### src/rtl/tpa_pkg.sv
`timescale 1ns / 1ps
// ----------------------------------------------------------------------------
// Triangle perimeter and area: shared constants
// Field widths and the widths of the internal arithmetic.
// ----------------------------------------------------------------------------
package tpa_pkg;

    localparam int COORD_BITS     = 12;
    localparam int FRAC_BITS      = 8;
    // Magnitude of a coordinate difference and the sum of two squares.
    localparam int DIFF_BITS      = COORD_BITS;
    localparam int SQ_BITS        = 2 * DIFF_BITS + 1;
    // Side radicand is the squared length scaled by 2^(2*FRAC_BITS), made even.
    localparam int SIDE_RAD_BITS  = ((SQ_BITS + 2 * FRAC_BITS + 1) / 2) * 2;
    localparam int SIDE_BITS      = SIDE_RAD_BITS / 2;
    localparam int PERIM_BITS     = 23;
    localparam int AREA_BITS      = 31;
    localparam int HALF_BITS      = PERIM_BITS;
    localparam int PAIR_BITS      = 2 * PERIM_BITS;
    localparam int PROD_BITS      = 4 * PERIM_BITS;
    localparam int AREA_ROOT_BITS = PROD_BITS / 2;
    localparam int AREA_SHIFT     = FRAC_BITS + 2;
    localparam int IN_DATA_BITS   = 72;
    localparam int OUT_DATA_BITS  = 56;

endpackage

### src/rtl/tpa_side_unit.sv
`timescale 1ns / 1ps
// ----------------------------------------------------------------------------
// Side length pipeline
// Absolute differences, sum of squares, then one root bit per stage.
// ----------------------------------------------------------------------------
module tpa_side_unit
(
    input  logic                                  clk,
    input  logic                                  rst_n,
    input  logic                                  en,
    input  logic                                  in_valid,
    input  logic signed [tpa_pkg::COORD_BITS-1:0] x0,
    input  logic signed [tpa_pkg::COORD_BITS-1:0] y0,
    input  logic signed [tpa_pkg::COORD_BITS-1:0] x1,
    input  logic signed [tpa_pkg::COORD_BITS-1:0] y1,
    output logic                                  out_valid,
    output logic        [tpa_pkg::SIDE_BITS-1:0]  len
);

    localparam int K  = tpa_pkg::SIDE_BITS;
    localparam int RW = tpa_pkg::SIDE_RAD_BITS;
    localparam int DW = tpa_pkg::DIFF_BITS;

    logic signed [DW:0]               dx;
    logic signed [DW:0]               dy;
    logic        [DW:0]               adx;
    logic        [DW:0]               ady;
    logic        [DW-1:0]             adx_reg;
    logic        [DW-1:0]             ady_reg;
    logic        [2*DW-1:0]           sqx;
    logic        [2*DW-1:0]           sqy;
    logic                             va_reg;
    logic        [tpa_pkg::SQ_BITS-1:0] sq_reg;
    logic                             vb_reg;

    logic [K+1:0] rem_reg  [1:K];
    logic [K-1:0] root_reg [1:K];
    logic [RW-1:0] rad_reg [1:K];
    logic         v_reg    [1:K];

    assign dx  = $signed({x0[DW-1], x0}) - $signed({x1[DW-1], x1});
    assign dy  = $signed({y0[DW-1], y0}) - $signed({y1[DW-1], y1});
    assign adx = dx[DW] ? (DW+1)'(-dx) : dx;
    assign ady = dy[DW] ? (DW+1)'(-dy) : dy;
    assign sqx = adx_reg * adx_reg;
    assign sqy = ady_reg * ady_reg;

    always_ff @(posedge clk or negedge rst_n)
    begin
        if (!rst_n)
        begin
            va_reg <= 1'b0;
            vb_reg <= 1'b0;
        end
        else if (en)
        begin
            va_reg <= in_valid;
            vb_reg <= va_reg;
        end
    end

    always_ff @(posedge clk)
    begin
        if (en)
        begin
            adx_reg <= adx[DW-1:0];
            ady_reg <= ady[DW-1:0];
            sq_reg  <= tpa_pkg::SQ_BITS'(sqx) + tpa_pkg::SQ_BITS'(sqy);
        end
    end

    genvar i;
    generate
        for (i = 0; i < K; i++)
        begin : g_root
            logic [K+1:0]  rem_cur;
            logic [K-1:0]  root_cur;
            logic [RW-1:0] rad_cur;
            logic          v_cur;
            logic [K+1:0]  rs;
            logic [K+1:0]  tr;
            logic          ge;

            if (i == 0)
            begin : g_first
                assign rem_cur  = '0;
                assign root_cur = '0;
                assign rad_cur  = RW'({sq_reg, {(2 * tpa_pkg::FRAC_BITS){1'b0}}});
                assign v_cur    = vb_reg;
            end
            else
            begin : g_next
                assign rem_cur  = rem_reg[i];
                assign root_cur = root_reg[i];
                assign rad_cur  = rad_reg[i];
                assign v_cur    = v_reg[i];
            end

            assign rs = {rem_cur[K-1:0], rad_cur[RW-1:RW-2]};
            assign tr = {root_cur, 2'b01};
            assign ge = (rs >= tr);

            always_ff @(posedge clk or negedge rst_n)
            begin
                if (!rst_n)
                    v_reg[i+1] <= 1'b0;
                else if (en)
                    v_reg[i+1] <= v_cur;
            end

            always_ff @(posedge clk)
            begin
                if (en)
                begin
                    rem_reg[i+1]  <= ge ? rs - tr : rs;
                    root_reg[i+1] <= {root_cur[K-2:0], ge};
                    rad_reg[i+1]  <= {rad_cur[RW-3:0], 2'b00};
                end
            end
        end
    endgenerate

    assign out_valid = v_reg[K];
    assign len       = root_reg[K];

endmodule

### config.mk
export PLATFORM = sky130hd
export DESIGN_NAME = tpa_side_unit
export DESIGN_NICKNAME = d
export VERILOG_FILES = /design/src/rtl/tpa_pkg.sv /design/src/rtl/tpa_side_unit.sv
export SDC_FILE = /design/constraint.sdc
export NUM_CORES = 2
export LEC_CHECK = 0
export BUFFER_PORTS_ARGS = -buffer_cell sky130_fd_sc_hd__buf_2
export CELL_PAD_IN_SITES_DETAIL_PLACEMENT = 0
export CELL_PAD_IN_SITES_GLOBAL_PLACEMENT = 1
export CORE_AREA = 2 2 327 329
export CTS_CLUSTER_DIAMETER = 120
export DETAILED_ROUTE_END_ITERATION = 10
export DIE_AREA = 0 0 329 331
export PLACE_DENSITY_LB_ADDON = 0.25
export SYNTH_ARGS = -nofsm -noshare
export SYNTH_HDL_FRONTEND = slang
export SYNTH_SLANG_ARGS = --single-unit
### constraint.sdc
create_clock -name clk -period 6.4 [get_ports clk]
set_clock_uncertainty 0.15 [all_clocks]
set_input_delay 0.96 -clock clk [delete_from_list [all_inputs] [get_ports clk]]
set_output_delay 0.96 -clock clk [all_outputs]
set_load 0.005 [all_outputs]
==> metrics.cfg <==
[outcome]
status=finished, violations left
violations=setup timing

[placed_design]
io_buffers=73
place_hpwl_mm=71.54
postPlaceCellArea_um2=52960
gp_congestion=0.8183
dp_cells=5783

[detailed_routing]
vias=30660
totalWireLength_mm=94.61
drc=0
ant_nets=0
drt_iter0_drc=1663
via_per_inst=5.126
first_pass_iters=5
wl_per_cell_um=15.82

[finish]
final_common_cell=edfxtp_1
finalCoreUtilization=0.5389
final_cells=5981
fin_nets=5146
postLayoutCellArea_um2=56560
largest_reg_flops=383
fillers=8980
syn_to_final_growth_pct=12.75
final_layout_size_suffix_gt1_frac=0.1118
layout_common_cells=819 x edfxtp_1, 573 x inv_1, 368 x ha_1
n_antenna_cell=0

[yosys]
synth-xor-area-share=0.05761
synth_edf_count=819
synth_top_cell_by_area=edfxtp_1
synth-adder-area-share=0.1759
ys.flop_type=edfxtp_1
ys_warn_count=0
synth.area.mux_share=0.02247
yosys_register_bits=842
synth_top_family_by_area=adder cells
synth_top_area_frac=0.4902
synth_area_um2=50170
ys_async_sr_fraction=0.02732
synth_nets=4901
syn_avg_cell_area_um2=11.75
yosys.area_share.simple=0.1031
synthCells=4268
synth_compound_area_frac=0.08949
netlist_top_cells_area=edfxtp_1 49%, ha_1 9.3%, fa_1 8.3%
ys_types=86
yosysSeqAreaShare=0.5017

[sta]
worst_slew_pin_slew_ns=1.220
rsz0062_at_grt=yes
holdWs_ns=0.09095
setup_viol=1
relSlewSlack=0.1865
finalWorstSetupSlack_ns=-0.02346
hold_violations=0
period_needed_ns=6.423
min_period_over_period=1.004
timing.fmax_mhz=155.7
finalMaxSlewViolations=0

[die]
num_io_pins=74
die_x_um=329
die_height_um=331
dieArea_um2=108900
start_util=0.4779
core_area_um2=105000
rows=119

[setup_path]
r2r_end=sq_reg[22]
crit_arrival_ns=6.71
crit_path_start=adx_reg[7]
r2r_cells=21
critPathRequiredTime_ns=6.68
cp-start-kind=register
rrSetupSlack_ns=-0.02
worstPathMaxFanout=6
worst_setup_path_end_kind=register
critPathKind=register to register
reg2reg_from=adx_reg[7]

[cts]
cts_buffers=91
root_buffer=clkbuf_16
ctsHoldBuffers=0
h-tree-depth=3
clk_pin_slew_ns=0.06
clock-sinks=842
cts.path.max_buffers=3
cts_tree=yes
clock_latency_ns=0.68

[min_path]
min_path_type=input port to async pin

[global_routing]
grt_pass1_wl_mm=156.3
grt_max_degree=200
antenna_found_initial=0
grt_usage=0.1787
overflow=0
first_global_vias=31570

[run]
cap_violations=0

[cells in the mapped netlist (all sizes together), types with 70 or more instances]
master    n
xnor2   187
fa      207
inv     598
xor2    143
ha      374
nand2   258
a21oi   215
a21o     84
mux2     93
edfxtp  819
nor2    273
and2     70
o21ai   172
nor3    113
[critical path: stages (launching register included)]
cell	delay [ns]
edfxtp_1	0.49
buf_4	0.18
buf_4	0.12
and2_1	0.18
fa_1	0.49
fa_1	0.49
ha_1	0.30
fa_1	0.50
fa_1	0.55
inv_1	0.05
fa_1	0.46
fa_1	0.50
inv_1	0.07
ha_4	0.22
a21oi_2	0.15
nand2b_4	0.15
a211oi_2	0.09
a211o_4	0.37
a311oi_4	0.28
o21bai_1	0.14
a21oi_2	0.17
xnor2_1	0.09
[stage by stage]
step | setup WS [ns] | TNS (ns)
floorplan | 0.003020 | 0
global placement | -0.1428 | -0.2930
global route | -0.2173 | -0.9491
CTS | -0.06624 | -0.1029
detailed placement | -0.2079 | -0.6248
finish | -0.02346 | -0.02346
[worst max-delay path by stage]
stage / end
CTS: sq_reg[22]
global route: sq_reg[22]
detailed placement: sq_reg[24]
floorplan: sq_reg[21]
finish: sq_reg[22]
global placement: sq_reg[24]
[timing repair]
item	4_1_cts	5_1_grt
resized for setup	48	31
cloned	0	0
endpoints found under the setup margin	6	8
pin swaps	44	38
buffers inserted	14	15
[per-layer routing]
layer	routed length, um	GRT usage	vias to the layer above
met5	0	0	-
met4	2480	0.05678	0
met3	2877	0.02353	149
met2	49980	0.3390	387
met1	39280	0.2077	14680
li1	-	-	15450
[final cells by class]
class                   instances  area (um^2)  share of cell area
clock buffers                 111         2404             0.04249
clock inverters                59        704.4             0.01245
inverters                     598         2245             0.03968
multi-input cells            2765        22790              0.4028
flip-flops and latches        842        25170              0.4450
well taps                    1391         1740             0.03077
repair buffers                215         1516             0.02681
[kinds of logic after synthesis]
| logic type | count (synthesis) |
|---|---|
| AOI/OAI and AO/OA | 712 |
| xor gates and xnor gates | 330 |
| adders and majority gates | 581 |
| buffers and inverters | 661 |
| DFF | 842 |
| muxes | 101 |
| other | 1 |
| and+or+nand+nor | 1040 |
Power is left out: the tool's default activity adds up to more than one toggle a clock period on the data nets, which glitch-free logic cannot reach.
